$ cat src/sv/wcp_pkg.sv
package wcp_pkg;

  localparam int COLUMNS_DEF = 128;
  localparam int COL_W       = 7;
  localparam int SAMPLE_W    = 10;
  localparam int ROW_W       = 6;
  localparam int SHIFT_W     = 5;
  localparam int SCALE_W     = 4;
  localparam int NORM_W      = 16;
  localparam int NORM_PAD    = NORM_W - SAMPLE_W;

  localparam logic [7:0]         PAGE_BASE  = 8'hB8;
  localparam logic [7:0]         COL_BASE   = 8'h40;
  localparam logic [7:0]         DATA_TOP   = 8'h80;
  localparam logic [7:0]         DATA_CLEAR = 8'h00;
  localparam logic [NORM_W-1:0]  RANGE_TOP  = 16'h8000;
  localparam logic [ROW_W-1:0]   ROW_MAX    = 6'd63;
  localparam logic [SHIFT_W-1:0] AUTO_START = 5'd4;

  localparam logic CMD_HEADER = 1'b0;
  localparam logic CMD_SAMPLE = 1'b1;
  localparam logic RS_COMMAND = 1'b0;
  localparam logic RS_DATA    = 1'b1;

  typedef struct packed {
    logic                command;
    logic [SAMPLE_W-1:0] sample;
    logic [SAMPLE_W-1:0] frame_min;
    logic [SAMPLE_W-1:0] frame_max;
    logic                fresh;
  } in_item_t;

  typedef struct packed {
    logic       chip_right;
    logic       reg_select;
    logic [7:0] bus_byte;
    logic       last;
  } out_item_t;

  typedef struct packed {
    logic             chip_right;
    logic [5:0]       col;
    logic [ROW_W-1:0] cur_row;
    logic [ROW_W-1:0] prev_row;
    logic             col_cmd;
    logic             erase;
  } job_t;

  typedef enum logic [1:0] {
    F_IDLE,
    F_NORM,
    F_EVAL
  } front_state_t;

  typedef enum logic [2:0] {
    B_IDLE,
    B_PAGE,
    B_COL,
    B_DATA,
    B_EPAGE,
    B_ECOL,
    B_EDATA
  } back_state_t;

  function automatic logic [7:0] page_byte(input logic [ROW_W-1:0] row);
    return PAGE_BASE | {5'd0, ~row[5:3]};
  endfunction

  function automatic logic [7:0] col_byte(input logic [5:0] col);
    return COL_BASE | {2'd0, col};
  endfunction

  function automatic logic [7:0] data_byte(input logic [ROW_W-1:0] row);
    return DATA_TOP >> row[2:0];
  endfunction

endpackage

$ cat src/sv/waveform_column_plotter_unit.sv
// Channel  Direction  Handshake             Payload
// input    in         in_push / in_full     in_item (command, sample, frame_min, frame_max, fresh)
// result   out        out_pop / out_empty   out_item (chip_right, reg_select, bus_byte, last)
// config   in         cfg_valid / cfg_ready cfg_scale_mode
//
// A sample item reads the stored row when taken; F_EVAL then computes the new row and
// queues a transfer job unless the row is unchanged in a non-fresh frame, waiting while
// the job queue is full. The result side then delivers one transfer per cycle while out_pop
// takes it, up to six, once B_IDLE has fetched the job from the queue. A header item is
// done at once with a fixed scale; in auto mode the range normalization shifts one bit per cycle.
// Reset is synchronous and clears the stored rows through one valid bit per column.
// A full job queue stalls the input; a stalled result stalls the output and can fill the queue.
module waveform_column_plotter_unit #(
  parameter int COLUMNS = wcp_pkg::COLUMNS_DEF
) (
  input  logic                               clk,
  input  logic                               rst_n,
  input  logic                               in_push,
  output logic                               in_full,
  input  wcp_pkg::in_item_t                  in_item,
  output logic                               out_empty,
  input  logic                               out_pop,
  output wcp_pkg::out_item_t                 out_item,
  input  logic                               cfg_valid,
  output logic                               cfg_ready,
  input  logic signed [wcp_pkg::SCALE_W-1:0] cfg_scale_mode
);
  import wcp_pkg::*;

  logic job_push, job_full, job_pop, job_empty;
  job_t job_wdata, job_rdata;

  wcp_front #(
    .COLUMNS(COLUMNS)
  ) u_front (
    .clk            (clk),
    .rst_n          (rst_n),
    .in_push        (in_push),
    .in_full        (in_full),
    .in_item        (in_item),
    .cfg_valid      (cfg_valid),
    .cfg_ready      (cfg_ready),
    .cfg_scale_mode (cfg_scale_mode),
    .job_push       (job_push),
    .job_full       (job_full),
    .job_data       (job_wdata)
  );

  wcp_job_queue u_queue (
    .clk   (clk),
    .rst_n (rst_n),
    .push  (job_push),
    .full  (job_full),
    .wdata (job_wdata),
    .pop   (job_pop),
    .empty (job_empty),
    .rdata (job_rdata)
  );

  wcp_back u_back (
    .clk       (clk),
    .rst_n     (rst_n),
    .job_empty (job_empty),
    .job_pop   (job_pop),
    .job_data  (job_rdata),
    .out_empty (out_empty),
    .out_pop   (out_pop),
    .out_item  (out_item)
  );

endmodule

$ cat src/sv/wcp_front.sv
module wcp_front #(
  parameter int COLUMNS = wcp_pkg::COLUMNS_DEF
) (
  input  logic                                  clk,
  input  logic                                  rst_n,
  input  logic                                  in_push,
  output logic                                  in_full,
  input  wcp_pkg::in_item_t                     in_item,
  input  logic                                  cfg_valid,
  output logic                                  cfg_ready,
  input  logic signed [wcp_pkg::SCALE_W-1:0]    cfg_scale_mode,
  output logic                                  job_push,
  input  logic                                  job_full,
  output wcp_pkg::job_t                         job_data
);
  import wcp_pkg::*;

  localparam int AW = (COLUMNS > 1) ? $clog2(COLUMNS) : 1;
  localparam logic [COL_W-1:0] LAST_COL = COL_W'(COLUMNS - 1);
  localparam logic [COL_W-1:0] HALF_COL = COL_W'(64);
  localparam logic signed [SHIFT_W-1:0] FIX_POS_BASE = 5'sd5;
  localparam logic signed [SHIFT_W-1:0] FIX_NEG_BASE = 5'sd4;
  localparam int WIDE_W = SAMPLE_W + 12;

  front_state_t state_r, state_nxt;
  logic signed [SCALE_W-1:0] scale_r, scale_nxt;
  logic [COL_W-1:0] column_r, column_nxt;
  logic signed [SHIFT_W-1:0] shift_r, shift_nxt;
  logic [SAMPLE_W-1:0] min_r, min_nxt;
  logic fresh_r, fresh_nxt;
  logic need_col_r, need_col_nxt;
  logic [NORM_W-1:0] mx_r, mx_nxt, mn_r, mn_nxt;
  logic signed [SAMPLE_W:0] d_r, d_nxt;
  logic [COLUMNS-1:0] valid_r;
  logic [ROW_W-1:0] mem [COLUMNS];
  logic [ROW_W-1:0] rd_row_r;
  logic rd_valid_r;

  logic acc, mem_we;
  logic [AW-1:0] col_idx;
  logic signed [SHIFT_W-1:0] scale_ext;
  logic [SHIFT_W-1:0] k_left;
  logic [SAMPLE_W-1:0] d_mag, v_right;
  logic [WIDE_W-1:0] v_left;
  logic [ROW_W-1:0] cur_row, prev_row;
  logic unchanged;
  logic [NORM_W-1:0] diff;

  assign col_idx   = column_r[AW-1:0];
  assign in_full   = (state_r != F_IDLE);
  assign cfg_ready = 1'b1;
  assign acc       = in_push && (state_r == F_IDLE);
  assign scale_ext = {scale_r[SCALE_W-1], scale_r};

  assign d_mag   = d_r[SAMPLE_W-1:0];
  assign k_left  = -shift_r;
  assign v_left  = {{(WIDE_W-SAMPLE_W){1'b0}}, d_mag} << k_left;
  assign v_right = d_mag >> shift_r[SHIFT_W-1:0];
  assign diff    = mx_r - mn_r;

  always_comb begin
    if (d_r < 0) begin
      cur_row = ROW_MAX;
    end else if (shift_r < 0) begin
      cur_row = (v_left > WIDE_W'(ROW_MAX)) ? ROW_MAX : v_left[ROW_W-1:0];
    end else begin
      cur_row = (v_right > SAMPLE_W'(ROW_MAX)) ? ROW_MAX : v_right[ROW_W-1:0];
    end
  end

  assign prev_row  = rd_valid_r ? rd_row_r : '0;
  assign unchanged = (cur_row == prev_row) && !fresh_r;

  always_comb begin
    job_data.chip_right = column_r[COL_W-1];
    job_data.col        = column_r[5:0];
    job_data.cur_row    = cur_row;
    job_data.prev_row   = prev_row;
    job_data.col_cmd    = need_col_r || (column_r == HALF_COL);
    job_data.erase      = (cur_row[5:3] != prev_row[5:3]) && !fresh_r;
  end

  always_comb begin
    state_nxt    = state_r;
    scale_nxt    = scale_r;
    column_nxt   = column_r;
    shift_nxt    = shift_r;
    min_nxt      = min_r;
    fresh_nxt    = fresh_r;
    need_col_nxt = need_col_r;
    mx_nxt       = mx_r;
    mn_nxt       = mn_r;
    d_nxt        = d_r;
    job_push     = 1'b0;
    mem_we       = 1'b0;
    if (cfg_valid) begin
      scale_nxt = cfg_scale_mode;
    end
    case (state_r)
      F_IDLE: begin
        if (acc) begin
          d_nxt = $signed({1'b0, in_item.sample}) - $signed({1'b0, min_r});
          if (in_item.command == CMD_SAMPLE) begin
            state_nxt = F_EVAL;
          end else begin
            fresh_nxt    = in_item.fresh;
            column_nxt   = '0;
            need_col_nxt = 1'b1;
            if (scale_r == 0) begin
              mx_nxt    = {in_item.frame_max, {NORM_PAD{1'b0}}};
              mn_nxt    = {in_item.frame_min, {NORM_PAD{1'b0}}};
              shift_nxt = AUTO_START;
              min_nxt   = in_item.frame_min;
              state_nxt = F_NORM;
            end else begin
              shift_nxt = (scale_r > 0) ? (FIX_POS_BASE - scale_ext)
                                        : (FIX_NEG_BASE - scale_ext);
              min_nxt   = '0;
            end
          end
        end
      end
      F_NORM: begin
        if (((diff & RANGE_TOP) != '0) || (mx_r == '0)) begin
          state_nxt = F_IDLE;
        end else begin
          mx_nxt    = mx_r << 1;
          mn_nxt    = mn_r << 1;
          shift_nxt = shift_r - 5'sd1;
        end
      end
      F_EVAL: begin
        if (!job_full) begin
          job_push     = !unchanged;
          mem_we       = 1'b1;
          need_col_nxt = unchanged;
          state_nxt    = F_IDLE;
          if (column_r >= LAST_COL) begin
            column_nxt   = '0;
            fresh_nxt    = 1'b0;
            need_col_nxt = 1'b1;
          end else begin
            column_nxt = column_r + 1'b1;
          end
        end
      end
      default: begin
        state_nxt = F_IDLE;
      end
    endcase
  end

  always_ff @(posedge clk) begin
    if (!rst_n) begin
      state_r    <= F_IDLE;
      scale_r    <= '0;
      column_r   <= '0;
      shift_r    <= '0;
      min_r      <= '0;
      fresh_r    <= 1'b1;
      need_col_r <= 1'b1;
      valid_r    <= '0;
    end else begin
      state_r    <= state_nxt;
      scale_r    <= scale_nxt;
      column_r   <= column_nxt;
      shift_r    <= shift_nxt;
      min_r      <= min_nxt;
      fresh_r    <= fresh_nxt;
      need_col_r <= need_col_nxt;
      if (mem_we) begin
        valid_r[col_idx] <= 1'b1;
      end
    end
  end

  always_ff @(posedge clk) begin
    mx_r <= mx_nxt;
    mn_r <= mn_nxt;
    d_r  <= d_nxt;
    if (mem_we) begin
      mem[col_idx] <= cur_row;
    end
    if (acc) begin
      rd_row_r   <= mem[col_idx];
      rd_valid_r <= valid_r[col_idx];
    end
  end

endmodule

$ cat src/sv/wcp_job_queue.sv
module wcp_job_queue (
  input  logic          clk,
  input  logic          rst_n,
  input  logic          push,
  output logic          full,
  input  wcp_pkg::job_t wdata,
  input  logic          pop,
  output logic          empty,
  output wcp_pkg::job_t rdata
);
  import wcp_pkg::*;

  localparam int DEPTH = 2;
  localparam int CNT_W = $clog2(DEPTH + 1);

  job_t slot_r [DEPTH];
  logic [CNT_W-1:0] count_r, count_nxt;
  logic wp_r, rp_r;
  logic do_push, do_pop;

  assign full    = (count_r == CNT_W'(DEPTH));
  assign empty   = (count_r == '0);
  assign do_push = push && !full;
  assign do_pop  = pop && !empty;
  assign rdata   = slot_r[rp_r];

  always_comb begin
    count_nxt = count_r;
    if (do_push && !do_pop) begin
      count_nxt = count_r + 1'b1;
    end else if (do_pop && !do_push) begin
      count_nxt = count_r - 1'b1;
    end
  end

  always_ff @(posedge clk) begin
    if (!rst_n) begin
      count_r <= '0;
      wp_r    <= 1'b0;
      rp_r    <= 1'b0;
    end else begin
      count_r <= count_nxt;
      if (do_push) begin
        wp_r <= ~wp_r;
      end
      if (do_pop) begin
        rp_r <= ~rp_r;
      end
    end
  end

  always_ff @(posedge clk) begin
    if (do_push) begin
      slot_r[wp_r] <= wdata;
    end
  end

endmodule

$ cat src/sv/wcp_back.sv
module wcp_back (
  input  logic               clk,
  input  logic               rst_n,
  input  logic               job_empty,
  output logic               job_pop,
  input  wcp_pkg::job_t      job_data,
  output logic               out_empty,
  input  logic               out_pop,
  output wcp_pkg::out_item_t out_item
);
  import wcp_pkg::*;

  back_state_t state_r, state_nxt;
  job_t job_r, job_nxt;
  logic out_valid_r, out_valid_nxt;
  out_item_t out_r, out_nxt;
  logic load;

  assign out_empty = !out_valid_r;
  assign out_item  = out_r;
  assign load      = !out_valid_r || out_pop;

  always_comb begin
    state_nxt          = state_r;
    job_nxt            = job_r;
    out_valid_nxt      = out_valid_r && !out_pop;
    out_nxt            = out_r;
    job_pop            = 1'b0;
    case (state_r)
      B_IDLE: begin
        if (!job_empty) begin
          job_pop   = 1'b1;
          job_nxt   = job_data;
          state_nxt = B_PAGE;
        end
      end
      B_PAGE: begin
        if (load) begin
          out_valid_nxt = 1'b1;
          out_nxt       = '{job_r.chip_right, RS_COMMAND, page_byte(job_r.cur_row), 1'b0};
          state_nxt     = job_r.col_cmd ? B_COL : B_DATA;
        end
      end
      B_COL: begin
        if (load) begin
          out_valid_nxt = 1'b1;
          out_nxt       = '{job_r.chip_right, RS_COMMAND, col_byte(job_r.col), 1'b0};
          state_nxt     = B_DATA;
        end
      end
      B_DATA: begin
        if (load) begin
          out_valid_nxt = 1'b1;
          out_nxt       = '{job_r.chip_right, RS_DATA, data_byte(job_r.cur_row),
                            !job_r.erase};
          state_nxt     = job_r.erase ? B_EPAGE : B_IDLE;
        end
      end
      B_EPAGE: begin
        if (load) begin
          out_valid_nxt = 1'b1;
          out_nxt       = '{job_r.chip_right, RS_COMMAND, page_byte(job_r.prev_row), 1'b0};
          state_nxt     = B_ECOL;
        end
      end
      B_ECOL: begin
        if (load) begin
          out_valid_nxt = 1'b1;
          out_nxt       = '{job_r.chip_right, RS_COMMAND, col_byte(job_r.col), 1'b0};
          state_nxt     = B_EDATA;
        end
      end
      B_EDATA: begin
        if (load) begin
          out_valid_nxt = 1'b1;
          out_nxt       = '{job_r.chip_right, RS_DATA, DATA_CLEAR, 1'b1};
          state_nxt     = B_IDLE;
        end
      end
      default: begin
        state_nxt = B_IDLE;
      end
    endcase
  end

  always_ff @(posedge clk) begin
    if (!rst_n) begin
      state_r     <= B_IDLE;
      out_valid_r <= 1'b0;
    end else begin
      state_r     <= state_nxt;
      out_valid_r <= out_valid_nxt;
    end
  end

  always_ff @(posedge clk) begin
    job_r <= job_nxt;
    out_r <= out_nxt;
  end

endmodule

$ cat config.mk
export PLATFORM = sky130hd
export DESIGN_NAME = waveform_column_plotter_unit
export DESIGN_NICKNAME = d
export VERILOG_FILES = /design/src/sv/wcp_pkg.sv /design/src/sv/waveform_column_plotter_unit.sv /design/src/sv/wcp_front.sv /design/src/sv/wcp_job_queue.sv /design/src/sv/wcp_back.sv
export SDC_FILE = /design/constraint.sdc
export NUM_CORES = 1
export LEC_CHECK = 0
export BUFFER_PORTS_ARGS = -buffer_cell sky130_fd_sc_hd__buf_4
export CORE_ASPECT_RATIO = 0.6
export CORE_MARGIN = 5
export CORE_UTILIZATION = 59
export DETAILED_ROUTE_END_ITERATION = 10
export PLACE_DENSITY = 0.75
export SETUP_SLACK_MARGIN = 0.1
export SYNTH_ARGS = -nofsm -noshare
export SYNTH_HDL_FRONTEND = slang
export SYNTH_SLANG_ARGS = --single-unit
$ cat constraint.sdc
create_clock -name clk -period 21.9 [get_ports clk]
set_input_delay 2.19 -clock clk [delete_from_list [all_inputs] [get_ports clk]]
set_output_delay 2.19 -clock clk [all_outputs]
set_load 0.005 [all_outputs]
==> flow_summary.toml, run 1 <==
[die]
ios = 55
rows = 74
dieArea_mm2 = 0.0742
initial_utilization_pct = 59.5
fp.dieH_um = 213
die_w_um = 348
coreArea_mm2 = 0.0681

[grt]
grt_pass1_wl_um = 160000
grt_max_degree = 131
grt_pass1_vias = 24800
antenna_found_initial = 2
overflow = 0
grt_usage_pct = 28.7

[logic_synthesis]
yosysMostFrequentCell = "edfxtp_1"
synthCells = 2739
synth_flop_cell = "edfxtp_1"
synth_commonest_cells = "871 x edfxtp_1, 305 x a22oi_1, 193 x nor2_1"
synth_warnings = 0
synth_area_leaders = "edfxtp_1 65%, dfxtp_1 8.2%, a22oi_1 5.7%, o21a_1 2.4%, nor2_1 1.8%"
synth_edf_count = 871
ys_seq_area_share_pct = 72.8
synth_async_sr_flop_share_pct = 0
synth_top_area_share_pct = 64.6
synth_top_cell_by_area = "edfxtp_1"
synth-seq-cells = 1037
yosys.cell_types.count = 83
syn-cell-area_mm2 = 0.0405
synth_fp_nets = 2806
avgSynthCellArea_um2 = 14.8

[setup_path]
worst_r2r_endpoint = "u_queue.count_r[1]"
crit_path_max_incr_delay_ns = 0.89
end_kind = "flip-flop"
r2r-start = "u_front.shift_r[1]"
cp_cell_sequence = "inv_1 > ha_1 > mux4_2 > or2_1 > a211oi_1 > o22ai_1 > o41ai_2 > nand3_4 > xnor2_2 > nand3_2 > nor3b_2 > nor2_1 > ha_1 > or3_1 > a21boi_0"
slowest_stage = "ha_1"
crit_buf_inv = 1
critPathRequiredTime_ns = 22.48
crit_fanout = 35
cp_data_arrival_time_ns = 6.73
cpLargestDelayFamily = "simple AND/OR/NAND/NOR gates"
worstRegToRegCells = 15
start_kind = "flip-flop"
r2r_slack_ns = 15.75
critPathMostFrequentCell = "ha_1"
critPathKind = "reg2reg"

[sta]
drv_slew = 0
setup_violations = 0
tightest_slew_ns = 1.38
whs_ns = 0.441
period_needed_ns = 6.15
fin_ws_ns = 15.75
max_freq_ghz = 0.163
max_slew_margin_pct = 8.26
tns_ns = 0
finalHoldViolCount = 0
rsz0062_at_grt = "no"
finalCritPeriodShare_pct = 28.1
finClkSkew_ns = 0.0280

[placement]
dpl_worst_slack_ns = 15.90
port_buffers = 53
dp_hpwl_um = 63000
place_inst = 3552
place_area_mm2 = 0.0418
gp_congestion = 0.884

[clocking]
path_clk_slew_ns = 0.07
htreeDepth = 3
root_buffer = "clkbuf_16"
clkLatencyLatePin_ns = 0.66
post-cts-setup-buffers = 0
numCtsBuffers = 87
clock_path_buffers = 3
tritoncts = "done"
cts.sinks = 1037
cts_resized = 0
ctsHoldBuffers = 0

[layout]
fin_nets = 2796
syn_to_final_growth_pct = 10.8
finalNonFillerCells = 3716
utilization_pct = 65.9
drive_above_1_share_pct = 11.2
num-fill-cells = 4534
multiInputGateArea_mm2 = 0.0102
seq_area_mm2 = 0.0295
final_area_mm2 = 0.0449

[status]
outcome = "complete, no violations"

[route]
num_vias = 25900
drc = 0
drt-pass1-iter-count = 6
viasPerCell = 6.97
wire_per_inst_um = 29.1
ant_nets = 0
drtIter0Drc = 4012
totalWireLength_um = 108000

[power_and_ir_drop]
leakage_nw = 14.1
power.density_mw_per_mm2 = 95.9
power_mw = 4.30
ir_drop_mv = 0.0771

[min_path]
hold_end = "u_back.out_item[10]"
hold_path.class = "reg2reg"
hold_depth = 0
min_from = "u_back.job_r[20]"

[flow_run]
cap_violations = 0
==> cells in the final DEF, fill, tap and decap left out, types with 7 or more instances in the layout <==
master and count:
edfxtp_1 871, a22oi_1 305, nor2_1 189, dfxtp_1 164
o21a_1 130, clkbuf_16 95, buf_4 88, nand2_1 81
a22o_1 77, a221oi_1 75, nand4_1 58, o21ai_0 55
a31oi_1 54, a21oi_1 50, inv_1 42, mux2_2 37
nand3_1 35, nor2b_1 26, ha_1 25, nor3_1 20
mux2i_1 17, clkbuf_8 16, clkbuf_1 15, nand2b_1 14
clkinv_2 13, nor4_1 12, a21o_1 12, o211ai_1 12
and2_1 11, a41oi_1 11, a21boi_0 11, clkinv_1 10
mux4_2 9, xnor2_1 9, xor2_1 8, bufinv_16 8
o221ai_1 7, a211oi_1 7, nor3_2 7
==> sequential cells by signal, summed over array words and instances, names as in the netlist, 10 cells and up <==
| signal | cells |
|---|---|
| u_front.mx_r | 10 |
| u_front.d_r | 11 |
| u_queue.slot_r | 36 |
| u_front.mem | 768 |
| u_front.valid_r | 128 |
| u_back.job_r | 18 |
| u_front.mn_r | 10 |
| u_back.out_item | 11 |
| u_front.min_r | 10 |
==> worst reg2reg max path: stages, from the launching register on <==
cell,delay [ns]
dfxtp_1,0.75
inv_1,0.18
ha_1,0.89
mux4_2,0.65
or2_1,0.25
a211oi_1,0.36
o22ai_1,0.23
o41ai_2,0.46
nand3_4,0.43
xnor2_2,0.33
nand3_2,0.15
nor3b_2,0.45
nor2_1,0.09
ha_1,0.34
or3_1,0.35
a21boi_0,0.17
==> worst max-delay path by stage <==
| stage | startpoint | to | slack (ns) | cells past startpoint |
|---|---|---|---|---|
| after global placement | u_front.shift_r[1] | u_queue.count_r[1] | 16.04 | 15 |
| final | u_front.shift_r[1] | u_queue.count_r[1] | 15.75 | 15 |
| after detailed placement | u_front.shift_r[1] | u_queue.count_r[1] | 15.90 | 15 |
| after floorplan | u_front.shift_r[0] | u_queue.slot_r[1][0] | 13.09 | 14 |
| after CTS | u_front.shift_r[1] | u_queue.count_r[1] | 15.86 | 15 |
| after global routing | u_front.shift_r[1] | u_queue.count_r[1] | 15.43 | 15 |
==> routing by layer <==
layer,vias up,wire [um],track usage (%)
li1,10900,-,-
met1,12900,44800,44.9
met2,1914,44600,39.6
met3,207,16000,8.96
met4,2,2510,7.01
met5,-,13,0
==> cell families (layout without fill, tap and decap cells) <==
kind of cell	Yosys count	after routing	synth area share, %
flops	1037	1037	72.8
buf+inv	237	301	2.24
fa+ha+maj	26	26	0.822
mux	64	64	2.01
other cells	1	2	0.00926
xor+xnor	19	19	0.448
simple gates	496	496	5.93
compound gates	859	859	15.8
==> where the power goes <==
group | switching, mW | total, mW | internal (mW)
sequential | 0.0433 | 2.27 | 2.23
clock | 0.704 | 1.64 | 0.941
combinational | 0.260 | 0.388 | 0.129
total | 1.01 | 4.30 | 3.30
==> final cells by class <==
class / count / share of cell area (%)
well taps: 912 / 2.54
flip-flops and latches: 1037 / 65.7
repair buffers: 93 / 1.70
diodes: 1 / 0.00558
multi-input cells: 1465 / 22.8
clock buffers: 126 / 5.92
clock inverters: 37 / 0.918
inverters: 45 / 0.376
Power figures use the tool's default switching activity.
==> run 2: changes to the inputs <==
==> constraint.sdc (replaced) <==
create_clock -name clk -period 5.7 [get_ports clk]
set_input_delay 0.57 -clock clk [delete_from_list [all_inputs] [get_ports clk]]
set_output_delay 0.57 -clock clk [all_outputs]
set_load 0.005 [all_outputs]
==> flow_summary.toml, run 2 (synthesis results as in run 1) <==
[setup_path]
crit_buf_inv = 3
crit_fanout = 38
end_kind = "flip-flop"
worst_r2r_endpoint = "u_queue.count_r[1]"
crit_path_max_incr_delay_ns = 0.57
cp_cell_sequence = "inv_2 > ha_1 > buf_4 > nor2b_1 > o21ai_0 > a211oi_1 > o22ai_1 > o41ai_2 > nand3_4 > buf_4 > xnor2_2 > nand3_2 > nor3b_2 > nor2_1 > ha_1 > or3_1 > a21boi_0"
cpLargestDelayFamily = "compound AO/OA/AOI/OAI gates"
worstRegToRegCells = 17
cp_data_arrival_time_ns = 5.67
start_kind = "flip-flop"
critPathKind = "reg2reg"
critPathRequiredTime_ns = 6.29
r2r_slack_ns = 0.62
r2r-start = "u_front.shift_r[0]"
slowest_stage = "ha_1"

[route]
drc = 0
wire_per_inst_um = 28.9
totalWireLength_um = 108000
num_vias = 25800
drtIter0Drc = 4139
drt-pass1-iter-count = 6
viasPerCell = 6.90
ant_nets = 0

[layout]
drive_above_1_share_pct = 11.8
reg_top3 = "u_front.mem x768, u_front.valid_r x128, u_queue.slot_r x36"
max_flop_register = "u_front.mem"
final_common_cell = "edfxtp_1"
utilization_pct = 66.1
fin_nets = 2818
final_cell_mix = "871 x edfxtp_1, 305 x a22oi_1, 189 x nor2_1, 164 x dfxtp_1, 130 x o21a_1"
largest_register_ffs = 768
syn_to_final_growth_pct = 11.1

[clocking]
tritoncts = "done"
cts_resized = 0
htreeDepth = 3
clock_path_buffers = 3
path_clk_slew_ns = 0.07
ctsHoldBuffers = 0
numCtsBuffers = 88
cts.sinks = 1037
post-cts-setup-buffers = 0
root_buffer = "clkbuf_16"
clkLatencyLatePin_ns = 0.66

[flow_run]
cap_violations = 0

[power_and_ir_drop]
power_switching_mw = 3.92
power.density_mw_per_mm2 = 367
seq_power_share_pct = 52.9
ir_drop_mv = 0.296
comb_power_share_pct = 9.1
p_int_mw = 12.6
clockPowerShare_pct = 38.0
leakage_nw = 14.2
power_mw = 16.5
swShare_pct = 23.7

[die]
dieArea_mm2 = 0.0742
initial_utilization_pct = 59.5
die_w_um = 348
coreArea_mm2 = 0.0681
ios = 55
fp.dieH_um = 213
rows = 74

[sta]
finClkSkew_ns = 0.0228
finalCritPeriodShare_pct = 89.1
max_slew_margin_pct = 11.4
drv_slew = 0
tightest_slew_ns = 1.32
max_freq_ghz = 0.197
finalHoldViolCount = 0
rsz0062_at_grt = "no"
setup_violations = 0
period_needed_ns = 5.08

[placement]
port_buffers = 53
gp_congestion = 0.882
dp_hpwl_um = 65800

[grt]
grt_usage_pct = 28.8
grt_pass1_vias = 24700
antenna_found_initial = 3
overflow = 0
grt_pass1_wl_um = 159000
grt_max_degree = 114

[min_path]
hold_end = "u_front.fresh_r"
hold_path.class = "in2reg"
min_from = "in_item[0]"
hold_depth = 3

[status]
outcome = "complete, no violations"
run 2: cell types whose count changed in the layout (fill, tap and decap cells not counted), moves of 3 or more:
cell / change
clkbuf_16: -4
clkbuf_8: -10
bufinv_16: +3
clkinv_1: +4
buf_4: +19
inv_6: +5
clkinv_2: +5
clkinv_4: +3
clkinvlp_4: -3
run 2: final cells by class:
class                      count  area [um2]
multi-input combinational   1465       10200
sequential                  1037       29500
clock inverter                53         597
tap                          912        1140
timing repair buffer         114         935
inverter                      45         169
fill                        4603       23100
clock buffer                 113        2420
antenna                        1        2.50
run 2: power by group through the flow:
stage               sequential [mW]  clock [mW]  combinational (mW)
global placement               8.88           0                1.42
floorplan                      8.80           0               0.969
global route                   8.74        6.63                1.61
detailed placement             8.89           0                1.47
finish                         8.73        6.27                1.51
CTS                            8.72        6.31                1.48
run 2: worst register-to-register path: stages (launching register included):
cell      delay (ns)
dfxtp_1         0.34
inv_2           0.10
ha_1            0.58
buf_4           0.30
nor2b_1         0.28
o21ai_0         0.19
a211oi_1        0.47
o22ai_1         0.24
o41ai_2         0.48
nand3_4         0.09
buf_4           0.27
xnor2_2         0.23
nand3_2         0.13
nor3b_2         0.39
nor2_1          0.09
ha_1            0.32
or3_1           0.37
a21boi_0        0.16
run 2: how the worst max path moves through the flow:
stage                       startpoint                    to  slack, ns  cells after the start
global route        u_front.shift_r[0]    u_queue.count_r[1]       0.37                     17
floorplan           u_front.shift_r[0]  u_queue.slot_r[0][0]      -0.20                     14
global placement    u_front.shift_r[0]    u_queue.count_r[1]       0.83                     16
detailed placement  u_front.shift_r[0]    u_queue.count_r[1]       0.76                     16
CTS                 u_front.shift_r[0]    u_queue.count_r[1]       0.75                     16
finish              u_front.shift_r[0]    u_queue.count_r[1]       0.62                     17
run 2: per-stage QoR:
| step | std cells | area [um2] | hold WS (ns) | setup TNS (ns) | setup WS [ns] |
|---|---|---|---|---|---|
| 3_5_place_dp | 3573 | 42000 | 0.412 | 0 | 0.759 |
| 4_1_cts | 3739 | 45000 | 0.118 | 0 | 0.749 |
| 2_1_floorplan | 2739 | 40600 | 0.400 | -3.63 | -0.202 |
| 5_1_grt | 3739 | 45000 | 0.139 | 0 | 0.369 |
| 6_report | 3740 | 45000 | 0.149 | 0 | 0.621 |
| 3_3_place_gp | 3573 | 42000 | 0.416 | 0 | 0.830 |
run 2: layer usage:
layer	routed length (um)	track usage [%]
met1	44300	43.0
met2	44800	39.4
met3	16300	11.5
met4	2650	8.00
met5	21	0
